File: src/hw/rtl/mm2_pkg.sv
`timescale 1ns / 1ps

package mm2_pkg;

    localparam logic [31:0] MIX_MULT    = 32'h5bd1e995;
    localparam int          WORD_SHIFT  = 24;
    localparam int          FIN_SHIFT_A = 13;
    localparam int          FIN_SHIFT_B = 15;
    localparam logic [31:0] SEED_RESET  = 32'd97;

    typedef logic [3:0] step_t;

    localparam step_t STEP_IDLE = 4'd0;
    localparam step_t STEP_MIX1 = 4'd1;
    localparam step_t STEP_MIX2 = 4'd2;
    localparam step_t STEP_MIX3 = 4'd3;
    localparam step_t STEP_MIX4 = 4'd4;
    localparam step_t STEP_MIX5 = 4'd5;
    localparam step_t STEP_TAIL1 = 4'd6;
    localparam step_t STEP_TAIL2 = 4'd7;
    localparam step_t STEP_TAIL3 = 4'd8;
    localparam step_t STEP_FIN1 = 4'd9;
    localparam step_t STEP_FIN2 = 4'd10;
    localparam step_t STEP_FIN3 = 4'd11;

    typedef enum logic [1:0] {
        MUL_NONE,
        MUL_K,
        MUL_H
    } mul_sel_t;

    typedef enum logic [1:0] {
        K_NONE,
        K_LOAD_P,
        K_P_XS24
    } k_op_t;

    typedef enum logic [2:0] {
        H_NONE,
        H_LOAD_P,
        H_XOR_GATHER,
        H_XS13,
        H_P_XOR_K,
        H_P_XS15
    } h_op_t;

    typedef enum logic [1:0] {
        SEQ_NEXT,
        SEQ_IF_LAST,
        SEQ_IF_NO_TAIL,
        SEQ_GOTO
    } seq_t;

    typedef enum logic [1:0] {
        DISP_STAY,
        DISP_MIX,
        DISP_TAIL,
        DISP_FIN
    } disp_t;

    typedef struct packed {
        logic     idle;
        mul_sel_t mul_sel;
        k_op_t    k_op;
        h_op_t    h_op;
        seq_t     seq;
        step_t    target;
        logic     emit;
    } ctrl_t;

    typedef struct packed {
        disp_t dispatch;
        logic  last;
        logic  tail_empty;
    } status_t;

    function automatic ctrl_t ucode(input step_t step);
        ctrl_t c;
        begin
            c.idle    = 1'b0;
            c.mul_sel = MUL_NONE;
            c.k_op    = K_NONE;
            c.h_op    = H_NONE;
            c.seq     = SEQ_NEXT;
            c.target  = STEP_IDLE;
            c.emit    = 1'b0;
            case (step)
                STEP_IDLE: begin
                    c.idle = 1'b1;
                    c.seq  = SEQ_GOTO;
                end
                STEP_MIX1: c.mul_sel = MUL_K;
                STEP_MIX2: c.k_op = K_P_XS24;
                STEP_MIX3: c.mul_sel = MUL_K;
                STEP_MIX4: begin
                    c.k_op    = K_LOAD_P;
                    c.mul_sel = MUL_H;
                end
                STEP_MIX5: begin
                    c.h_op   = H_P_XOR_K;
                    c.seq    = SEQ_IF_LAST;
                    c.target = STEP_TAIL1;
                end
                STEP_TAIL1: begin
                    c.h_op   = H_XOR_GATHER;
                    c.seq    = SEQ_IF_NO_TAIL;
                    c.target = STEP_FIN1;
                end
                STEP_TAIL2: c.mul_sel = MUL_H;
                STEP_TAIL3: c.h_op = H_LOAD_P;
                STEP_FIN1: c.h_op = H_XS13;
                STEP_FIN2: c.mul_sel = MUL_H;
                STEP_FIN3: begin
                    c.h_op   = H_P_XS15;
                    c.seq    = SEQ_GOTO;
                    c.target = STEP_IDLE;
                    c.emit   = 1'b1;
                end
                default: begin
                    c.seq    = SEQ_GOTO;
                    c.target = STEP_IDLE;
                end
            endcase
            return c;
        end
    endfunction

endpackage

File: src/hw/rtl/mm2_sequencer.sv
`timescale 1ns / 1ps

module mm2_sequencer (
    input  logic            aclk,
    input  logic            aresetn,
    input  logic            in_accept,
    input  logic            fire,
    input  mm2_pkg::status_t status,
    output mm2_pkg::ctrl_t  ctrl
);

    mm2_pkg::step_t step_reg;
    mm2_pkg::step_t step_next;

    assign ctrl = mm2_pkg::ucode(step_reg);

    always_comb begin
        step_next = step_reg;
        if (ctrl.idle) begin
            if (in_accept) begin
                case (status.dispatch)
                    mm2_pkg::DISP_MIX:  step_next = mm2_pkg::STEP_MIX1;
                    mm2_pkg::DISP_TAIL: step_next = mm2_pkg::STEP_TAIL1;
                    mm2_pkg::DISP_FIN:  step_next = mm2_pkg::STEP_FIN1;
                    default:            step_next = mm2_pkg::STEP_IDLE;
                endcase
            end
        end else if (fire) begin
            case (ctrl.seq)
                mm2_pkg::SEQ_NEXT: step_next = step_reg + 4'd1;
                mm2_pkg::SEQ_IF_LAST: begin
                    step_next = status.last ? ctrl.target : mm2_pkg::STEP_IDLE;
                end
                mm2_pkg::SEQ_IF_NO_TAIL: begin
                    step_next = status.tail_empty ? ctrl.target : step_reg + 4'd1;
                end
                mm2_pkg::SEQ_GOTO: step_next = ctrl.target;
                default: step_next = mm2_pkg::STEP_IDLE;
            endcase
        end
    end

    always_ff @(posedge aclk) begin
        if (!aresetn) begin
            step_reg <= mm2_pkg::STEP_IDLE;
        end else begin
            step_reg <= step_next;
        end
    end

endmodule

File: src/hw/rtl/mm2_datapath.sv
`timescale 1ns / 1ps

module mm2_datapath #(
    parameter int LENGTH_WIDTH = 16
) (
    input  logic                    aclk,
    input  logic                    aresetn,
    input  logic                    in_accept,
    input  logic                    fire,
    input  mm2_pkg::ctrl_t          ctrl,
    input  logic [31:0]             hash_seed,
    input  logic [7:0]              key_byte,
    input  logic [LENGTH_WIDTH-1:0] message_length,
    input  logic                    first_byte,
    input  logic                    last_byte,
    input  logic                    empty_message,
    output mm2_pkg::status_t        status,
    output logic [31:0]             fin_value
);

    logic [31:0] h_reg, h_next;
    logic [31:0] k_reg, k_next;
    logic [31:0] p_reg, p_next;
    logic [23:0] gather_reg, gather_next;
    logic [1:0]  pos_reg, pos_next;
    logic        last_reg, last_next;

    logic [1:0]  eff_pos;
    logic [23:0] eff_gather;
    logic [23:0] gather_ins;
    logic [31:0] h_base;
    logic [31:0] mul_in;

    assign eff_pos    = first_byte ? 2'd0 : pos_reg;
    assign eff_gather = first_byte ? 24'd0 : gather_reg;
    assign h_base     = first_byte ? (hash_seed ^ 32'(message_length)) : h_reg;
    assign fin_value  = p_reg ^ (p_reg >> mm2_pkg::FIN_SHIFT_B);

    always_comb begin
        case (eff_pos)
            2'd0:    gather_ins = {16'd0, key_byte};
            2'd1:    gather_ins = {8'd0, key_byte, 8'd0};
            default: gather_ins = {key_byte, 16'd0};
        endcase
    end

    always_comb begin
        if (empty_message) begin
            status.dispatch = mm2_pkg::DISP_FIN;
        end else if (eff_pos == 2'd3) begin
            status.dispatch = mm2_pkg::DISP_MIX;
        end else if (last_byte) begin
            status.dispatch = mm2_pkg::DISP_TAIL;
        end else begin
            status.dispatch = mm2_pkg::DISP_STAY;
        end
        status.last       = last_reg;
        status.tail_empty = (pos_reg == 2'd0);
    end

    always_comb begin
        case (ctrl.mul_sel)
            mm2_pkg::MUL_K: mul_in = k_reg;
            default:        mul_in = h_reg;
        endcase
    end

    always_comb begin
        h_next      = h_reg;
        k_next      = k_reg;
        p_next      = p_reg;
        gather_next = gather_reg;
        pos_next    = pos_reg;
        last_next   = last_reg;
        if (in_accept) begin
            last_next = last_byte;
            if (empty_message) begin
                h_next      = hash_seed;
                gather_next = 24'd0;
                pos_next    = 2'd0;
            end else if (eff_pos == 2'd3) begin
                h_next      = h_base;
                k_next      = {key_byte, eff_gather};
                gather_next = 24'd0;
                pos_next    = 2'd0;
            end else begin
                h_next      = h_base;
                gather_next = eff_gather | gather_ins;
                pos_next    = eff_pos + 2'd1;
            end
        end else if (fire && !ctrl.idle) begin
            if (ctrl.mul_sel != mm2_pkg::MUL_NONE) begin
                p_next = mul_in * mm2_pkg::MIX_MULT;
            end
            case (ctrl.k_op)
                mm2_pkg::K_LOAD_P: k_next = p_reg;
                mm2_pkg::K_P_XS24: k_next = p_reg ^ (p_reg >> mm2_pkg::WORD_SHIFT);
                default:           k_next = k_reg;
            endcase
            case (ctrl.h_op)
                mm2_pkg::H_LOAD_P:     h_next = p_reg;
                mm2_pkg::H_XOR_GATHER: h_next = h_reg ^ {8'd0, gather_reg};
                mm2_pkg::H_XS13:       h_next = h_reg ^ (h_reg >> mm2_pkg::FIN_SHIFT_A);
                mm2_pkg::H_P_XOR_K:    h_next = p_reg ^ k_reg;
                mm2_pkg::H_P_XS15:     h_next = fin_value;
                default:               h_next = h_reg;
            endcase
            if (ctrl.emit) begin
                gather_next = 24'd0;
                pos_next    = 2'd0;
            end
        end
    end

    always_ff @(posedge aclk) begin
        if (!aresetn) begin
            h_reg      <= 32'd0;
            gather_reg <= 24'd0;
            pos_reg    <= 2'd0;
            last_reg   <= 1'b0;
        end else begin
            h_reg      <= h_next;
            gather_reg <= gather_next;
            pos_reg    <= pos_next;
            last_reg   <= last_next;
        end
    end

    always_ff @(posedge aclk) begin
        k_reg <= k_next;
        p_reg <= p_next;
    end

endmodule

File: src/hw/rtl/murmur2_hash_stream.sv
`timescale 1ns / 1ps

// Streaming 32-bit MurmurHash2 engine, one message byte per input word.
// The input channel (s_*) carries a byte with first, last and empty-message
// flags; the length is sampled on the first word and seeds the hash with
// the seed register, which is written through cfg_wr_en and cfg_wr_data.
// The result channel (m_*) carries one hash per message, held in an output
// register until it is taken.
// A byte that does not complete a 32-bit word is gathered while the engine stays
// ready. A byte that completes a word starts a short microprogram that runs the
// three mix multiplies through one registered multiplier. The last byte adds the
// tail and finalization steps, and an empty-message word runs only the
// finalization steps; s_ready is low while a microprogram runs.
// A new word is accepted while an earlier hash still waits in the output
// register; if the receiver stalls, the sequencer holds at its final step
// until the output register is free.
// Reset clears the running hash, the byte gather state and the output
// valid, and sets the seed to 97.

module murmur2_hash_stream #(
    parameter int LENGTH_WIDTH = 16
) (
    input  logic                    aclk,
    input  logic                    aresetn,
    input  logic                    cfg_wr_en,
    input  logic [31:0]             cfg_wr_data,
    input  logic                    s_valid,
    output logic                    s_ready,
    input  logic [7:0]              s_key_byte,
    input  logic [LENGTH_WIDTH-1:0] s_message_length,
    input  logic                    s_first_byte,
    input  logic                    s_last_byte,
    input  logic                    s_empty_message,
    output logic                    m_valid,
    input  logic                    m_ready,
    output logic [31:0]             m_hash_value
);

    logic [31:0]      hash_seed_reg;
    logic             m_valid_reg, m_valid_next;
    logic [31:0]      m_hash_value_reg;
    logic             in_accept;
    logic             out_full;
    logic             fire;
    mm2_pkg::ctrl_t   ctrl;
    mm2_pkg::status_t status;
    logic [31:0]      fin_value;

    assign s_ready      = ctrl.idle;
    assign in_accept    = s_valid && s_ready;
    assign out_full     = m_valid_reg && !m_ready;
    assign fire         = !(ctrl.emit && out_full);
    assign m_valid      = m_valid_reg;
    assign m_hash_value = m_hash_value_reg;

    mm2_sequencer u_seq (
        .aclk      (aclk),
        .aresetn   (aresetn),
        .in_accept (in_accept),
        .fire      (fire),
        .status    (status),
        .ctrl      (ctrl)
    );

    mm2_datapath #(
        .LENGTH_WIDTH (LENGTH_WIDTH)
    ) u_dp (
        .aclk           (aclk),
        .aresetn        (aresetn),
        .in_accept      (in_accept),
        .fire           (fire),
        .ctrl           (ctrl),
        .hash_seed      (hash_seed_reg),
        .key_byte       (s_key_byte),
        .message_length (s_message_length),
        .first_byte     (s_first_byte),
        .last_byte      (s_last_byte),
        .empty_message  (s_empty_message),
        .status         (status),
        .fin_value      (fin_value)
    );

    always_comb begin
        m_valid_next = m_valid_reg && !m_ready;
        if (ctrl.emit && fire) begin
            m_valid_next = 1'b1;
        end
    end

    always_ff @(posedge aclk) begin
        if (!aresetn) begin
            hash_seed_reg <= mm2_pkg::SEED_RESET;
            m_valid_reg   <= 1'b0;
        end else begin
            if (cfg_wr_en) begin
                hash_seed_reg <= cfg_wr_data;
            end
            m_valid_reg <= m_valid_next;
        end
    end

    always_ff @(posedge aclk) begin
        if (ctrl.emit && fire) begin
            m_hash_value_reg <= fin_value;
        end
    end

    // An empty-message word always starts the finalization program.
    assert property (@(posedge aclk) disable iff (!aresetn)
        s_valid && s_ready && s_empty_message |=> !s_ready)
        else $error("empty message did not start finalization");

    // A new hash only appears from the final microprogram step.
    assert property (@(posedge aclk) disable iff (!aresetn)
        $rose(m_valid) |-> $past(ctrl.emit))
        else $error("result raised outside the final step");

    // A stalled receiver holds the sequencer at its final step.
    assert property (@(posedge aclk) disable iff (!aresetn)
        ctrl.emit && m_valid && !m_ready |=> ctrl.emit && m_valid)
        else $error("final step left while the output was full");

endmodule

File: config.mk
export PLATFORM = sky130hd
export DESIGN_NAME = murmur2_hash_stream
export DESIGN_NICKNAME = d
export VERILOG_FILES = /design/src/hw/rtl/mm2_pkg.sv /design/src/hw/rtl/mm2_sequencer.sv /design/src/hw/rtl/mm2_datapath.sv /design/src/hw/rtl/murmur2_hash_stream.sv
export SDC_FILE = /design/constraint.sdc
export NUM_CORES = 1
export LEC_CHECK = 0
export BUFFER_PORTS_ARGS = -buffer_cell sky130_fd_sc_hd__buf_4
export CAP_MARGIN = 20
export CELL_PAD_IN_SITES_DETAIL_PLACEMENT = 2
export CELL_PAD_IN_SITES_GLOBAL_PLACEMENT = 2
export CORE_ASPECT_RATIO = 1.5
export CORE_MARGIN = 2
export CORE_UTILIZATION = 35
export DETAILED_ROUTE_END_ITERATION = 8
export PLACE_DENSITY_LB_ADDON = 0.1
export SETUP_SLACK_MARGIN = 0.2
export SYNTH_ARGS = -nofsm -noshare
export SYNTH_HDL_FRONTEND = slang
export SYNTH_SLANG_ARGS = --single-unit
File: constraint.sdc
create_clock -name aclk -period 24.2 [get_ports aclk]
set_input_delay 1.21 -clock aclk [delete_from_list [all_inputs] [get_ports aclk]]
set_output_delay 1.21 -clock aclk [all_outputs]
set_load 0.01 [all_outputs]
After elaboration in Yosys (flattened, before gate mapping)

Index checks and enable logic that the tools add are counted.

Flip-flop bits (word level): 192
Output and inout bits: 34
Word-level logic and storage cells: 120

$add $sub $neg: 2
$mul: 1
Eq/ne operators: 32
Multiplexer cells: 42
Bitwise logic cells: 8
Reduce and logical (&&, ||, !) cells: 25

Operators by type and width:

| operator                                                               | number |
|---|---|
| 32-bit 2-to-1 mux                                                      | 9 |
| 32-bit one-hot mux with 5 select lines                                 | 1 |
| 24-bit 2-to-1 mux                                                      | 6 |
| 32-bit one-hot mux with 2 select lines                                 | 1 |
| 24-bit one-hot mux with 2 select lines                                 | 1 |
| 32-bit by 31-bit multiplier with 32-bit output (second input constant) | 1 |
| 32-bit by 16-bit bitwise XOR with 32-bit output                        | 1 |
| 32-bit by 17-bit bitwise XOR with 32-bit output                        | 1 |
| 32-bit by 19-bit bitwise XOR with 32-bit output                        | 1 |
| 32-bit by 24-bit bitwise XOR with 32-bit output                        | 1 |
| 32-bit bitwise XOR                                                     | 1 |
| 32-bit by 8-bit bitwise XOR with 32-bit output                         | 1 |
| 24-bit OR                                                              | 1 |
| 4-bit 2-to-1 mux                                                       | 5 |
| 2-bit 2-to-1 mux                                                       | 9 |
| 4-bit by 3-bit equality test with 1-bit output (second input constant) | 4 |
| 4-bit equality test (second input constant)                            | 4 |
| 4-bit one-hot mux with 4 select lines                                  | 1 |
| 3-bit one-hot mux with 5 select lines                                  | 1 |
| 2-bit equality test (second input constant)                            | 6 |
| 4-bit one-hot mux with 3 select lines                                  | 1 |
| 2-bit by 1-bit equality test with 1-bit output (second input constant) | 5 |
| 4-bit by 2-bit equality test with 1-bit output (second input constant) | 2 |
| 2-bit one-hot mux with 2 select lines                                  | 2 |
| other kinds (26)                                                       | 44 |

Depth between registers and ports, before layout

Depth after elaboration: 8
Mapped depth: 33
Mapped depth without buffers: 30

By module

A second synthesis with hierarchy kept.

Cells, all modules: 1,983
Area total of the unflattened synthesis: 19,227.2 um2

Modules (own cells, without submodules):

| module              | instances | cells an instance | area each (um2) |
|---|---|---|---|
| mm2_datapath        | 1         | 1,753             | 16,361.9 |
| murmur2_hash_stream | 1         | 141               | 2,248.4 |
| mm2_sequencer       | 1         | 89                | 616.8 |

Least setup slack after synthesis

OpenSTA, ideal clock, no wires.

Kind: register -> register
Start: reg u_seq.step_reg[0]
End: reg u_dp.p_reg[29] (data pin)
Setup time: 0.162 ns
Arrival time: 7.446 ns
Required time: 24.038 ns
Setup slack: 16.592 ns
Cell stages (with the launch flop): 29
Path buffers: 5
Clock period less this slack: 7.608 ns
Cells stage by stage: dfxtp_1 ha_1 clkbuf_1 o21a_1 buf_6 buf_2 buf_2 mux2i_1 inv_1 ha_1 ha_1 fa_1 inv_1 fa_1 inv_1 fa_1 fa_1 fa_1 inv_1 fa_1 inv_1 ha_1 clkbuf_1 nand4_1 a211oi_2 nor3_2 o31a_1 or4b_1 o2111ai_1

Word-level cells in the longest chain between the ends: 6

RTL lines:

| what                                                                         | line                | RTL |
|---|---|---|
| from (decl)                                                                  | mm2_sequencer.sv:12 | `mm2_pkg::step_t step_reg;` |
| from (signal assigned)                                                       | mm2_sequencer.sv:45 | `step_reg <= mm2_pkg::STEP_IDLE;` |
| from (signal assigned)                                                       | mm2_sequencer.sv:47 | `step_reg <= step_next;` |
| 4-bit by 3-bit equality test with 1-bit output, or another cell as far along | mm2_pkg.sv:87       | `case (step)` |
| 3-bit OR reduction (no source line) or 2-bit OR reduction (tied branches)    | n/a                 |  |
| 2-bit one-hot mux with 2 select lines *                                      | mm2_pkg.sv:87       |  |
| 2-bit by 1-bit equality test with 1-bit output *                             | mm2_datapath.sv:62  | `case (ctrl.mul_sel)` |
| 32-bit 2-to-1 mux *                                                          | mm2_datapath.sv:62  |  |
| 32-bit by 31-bit multiplier with 32-bit output *                             | mm2_datapath.sv:93  | `p_next = mul_in * mm2_pkg::MIX_MULT;` |
| to (signal assigned)                                                         | mm2_datapath.sv:131 | `p_reg <= p_next;` |
| to (decl)                                                                    | mm2_datapath.sv:23  | `logic [31:0] p_reg, p_next;` |

Every way passes the cells marked *; elsewhere a longest branch is shown, timed or not.
A chain may end at the register's enable or synchronous reset.

Worst setup path in the final report

Start: reg u_seq.step_reg[0]
End: reg u_dp.p_reg[30] (data pin)

The elaborated chain is that of the path after synthesis.

==> results.cfg <==
[setup_path]
reg2reg_to = u_dp.p_reg[30]$_DFFE_PP_
critical_path.endpoint_type = flop
crit_top_cell = inv_1
crit_required_ns = 24.40
crit_arrival_ns = 9.51
critical_path_class = reg -> reg
path_buf_inv = 8
r2r_setup_slack_ns = 14.88
worst_setup_path_start_kind = flop
cp_max_fo = 35
slowest_stage = mux2i_1
cp_slowest_stage_delay_ns = 0.87
timing.rr.start = u_seq.step_reg[0]$_SDFFE_PN0P_
critical_path.top_delay_family = adder cells
reg2reg_depth = 29

[routing]
num_vias = 14357
viasPerCell = 5.33
wirelength_um = 73100
drtIter0Drc = 638
dr.pass1.iters = 5
wire_per_inst_um = 27.1
drc = 0
final_antenna_net_count = 0

[floorplan]
core_area_um2 = 53400
die_h_um = 288
rows = 104
io_pins = 98
start_util = 0.352
die-area_um2 = 55600
die_w_um = 193

[final_layout]
post-route-util = 0.390
drive_gt1_frac = 0.0947
final_common_cell = inv_1
design_area_um2 = 20800
fill_cells = 5832
num_antenna_cells = 0
nets = 2445
areaGrowthSynthToFinish_pct = 10.7
most-common-layout-cells = 350 x inv_1, 213 x ha_1, 174 x fa_1, 155 x nand2_1, 116 x buf_4

[global_route]
grt_pass1_wl_um = 107000
grt_util_all_layers = 0.271
grt_max_degree = 83
antenna_found_initial = 0
grt_pass1_vias = 16455
grt-ovfl-total = 0

[synth]
syn_inst = 1936
synth_nets = 2387
synth_edf_count = 96
synth_seq_area_share = 0.256
synthFlopType = edfxtp_1
yosysUniqueCellTypes = 69
async_flop_share = 0
yosysWarnings = 0
syn_area_per_cell_um2 = 9.70
synth-seq-cells = 192
synth_area_um2 = 18800

[clocking]
hold_buffers = 0
path_clk_slew_ns = 0.08
post_cts_resized = 0
cts_tree = done
h-tree-depth = 4
insertion_delay_ns = 0.47
clk_path_buf_depth = 2
cts.sink_count = 192
clockRootBuffer = clkbuf_16
post-cts-setup-buffers = 0
cts_buffers = 17

[worst_hold_path]
min_path_type = reg -> reg
whs_endpoint = u_dp.last_reg$_SDFFE_PN0P_
hp-start = u_dp.last_reg$_SDFFE_PN0P_
hold_path_depth = 2

[timing]
fin_crit_ns = 9.32
fmax_ghz = 0.107
final_max_slew_viol_count = 0
setup_viol = 0
setup_tns_ns = 0
clock_skew_ns = 0.0120
slew_headroom = 0.320
worst_pin_slew_ns = 1.02
min_period_over_period = 0.385
rsz0062_at_grt = false
finalHoldViolCount = 0
hold_slack_ns = 0.486

[placed_design]
dpl_cell_area_um2 = 20200
hpwlAfterDp_um = 59300
gp_congestion = 0.894
port_buffers = 97

[flow_run]
maxCapViolCount = 0

[run_status]
run_status = complete, no violations
worst max-delay path by stage:
stage	from	slack, ns	endpoint	cells past startpoint
after floorplan	u_seq.step_reg[0]$_SDFFE_PN0P_	16.59	u_dp.p_reg[29]$_DFFE_PP_	28
after global placement	u_seq.step_reg[0]$_SDFFE_PN0P_	14.88	u_dp.p_reg[30]$_DFFE_PP_	30
after detailed placement	u_seq.step_reg[0]$_SDFFE_PN0P_	14.81	u_dp.p_reg[30]$_DFFE_PP_	30
after CTS	u_seq.step_reg[0]$_SDFFE_PN0P_	14.80	u_dp.p_reg[30]$_DFFE_PP_	30
after global routing	u_seq.step_reg[0]$_SDFFE_PN0P_	14.46	u_dp.p_reg[30]$_DFFE_PP_	28
final	u_seq.step_reg[0]$_SDFFE_PN0P_	14.88	u_dp.p_reg[30]$_DFFE_PP_	29
layer usage:
layer	part of all wire	track usage
met1	0.36	0.281
met2	0.56	0.530
met3	0.022	0.0245
met4	0.057	0.137
met5	0	0
logic make-up (layout without fill, tap and decap cells):
family / count (synthesis) / after routing / synth area share
mux: 74 / 74 / 0.0418
buf+inv: 429 / 500 / 0.0880
flops: 192 / 192 / 0.256
xor+xnor: 132 / 132 / 0.0620
fa+ha+maj: 387 / 387 / 0.327
simple gates: 419 / 419 / 0.113
compound gates: 303 / 303 / 0.112
per-stage QoR:
stage          cells  setup WS, ns
6_report        2696         14.88
5_1_grt         2696         14.46
4_1_cts         2695         14.80
3_5_place_dp    2663         14.81
3_3_place_gp    2661         14.88
2_1_floorplan   1936         16.59
layout make-up:
class                           count  area (um2)  area share
Timing Repair Buffer              117         898      0.0432
Clock buffer                       21         460      0.0222
Multi-Input combinational cell   1315       12400       0.595
Sequential cell                   192        4800       0.231
Inverter                          351        1320      0.0634
Clock inverter                     11        81.3     0.00391
Tap cell                          689         862      0.0415
Yosys cell counts (all sizes together), types with 16 or more instances:
cell | instances | area [um2]
a21oi | 42 | 210
a221o | 19 | 190
a22o | 16 | 140
a22oi | 23 | 173
buf | 25 | 136
clkbuf | 53 | 199
dfxtp | 96 | 1920
edfxtp | 96 | 2880
fa | 174 | 3480
ha | 213 | 2670
inv | 351 | 1320
mux2 | 19 | 218
mux2i | 55 | 567
nand2 | 156 | 586
nand3b | 34 | 255
nor2 | 64 | 267
nor2b | 87 | 544
nor3 | 26 | 135
o211ai | 24 | 180
o21ai | 84 | 420
o221ai | 20 | 175
xnor2 | 82 | 726
xor2 | 50 | 438
worst min-delay path: stages, from the launching register on:
cell and delay (ns):
dfxtp_1 0.32, nand2_1 0.05, a21boi_0 0.07
Power is not shown: default switching activity piles up to over one toggle a cycle in this logic, so the estimate is an artifact.
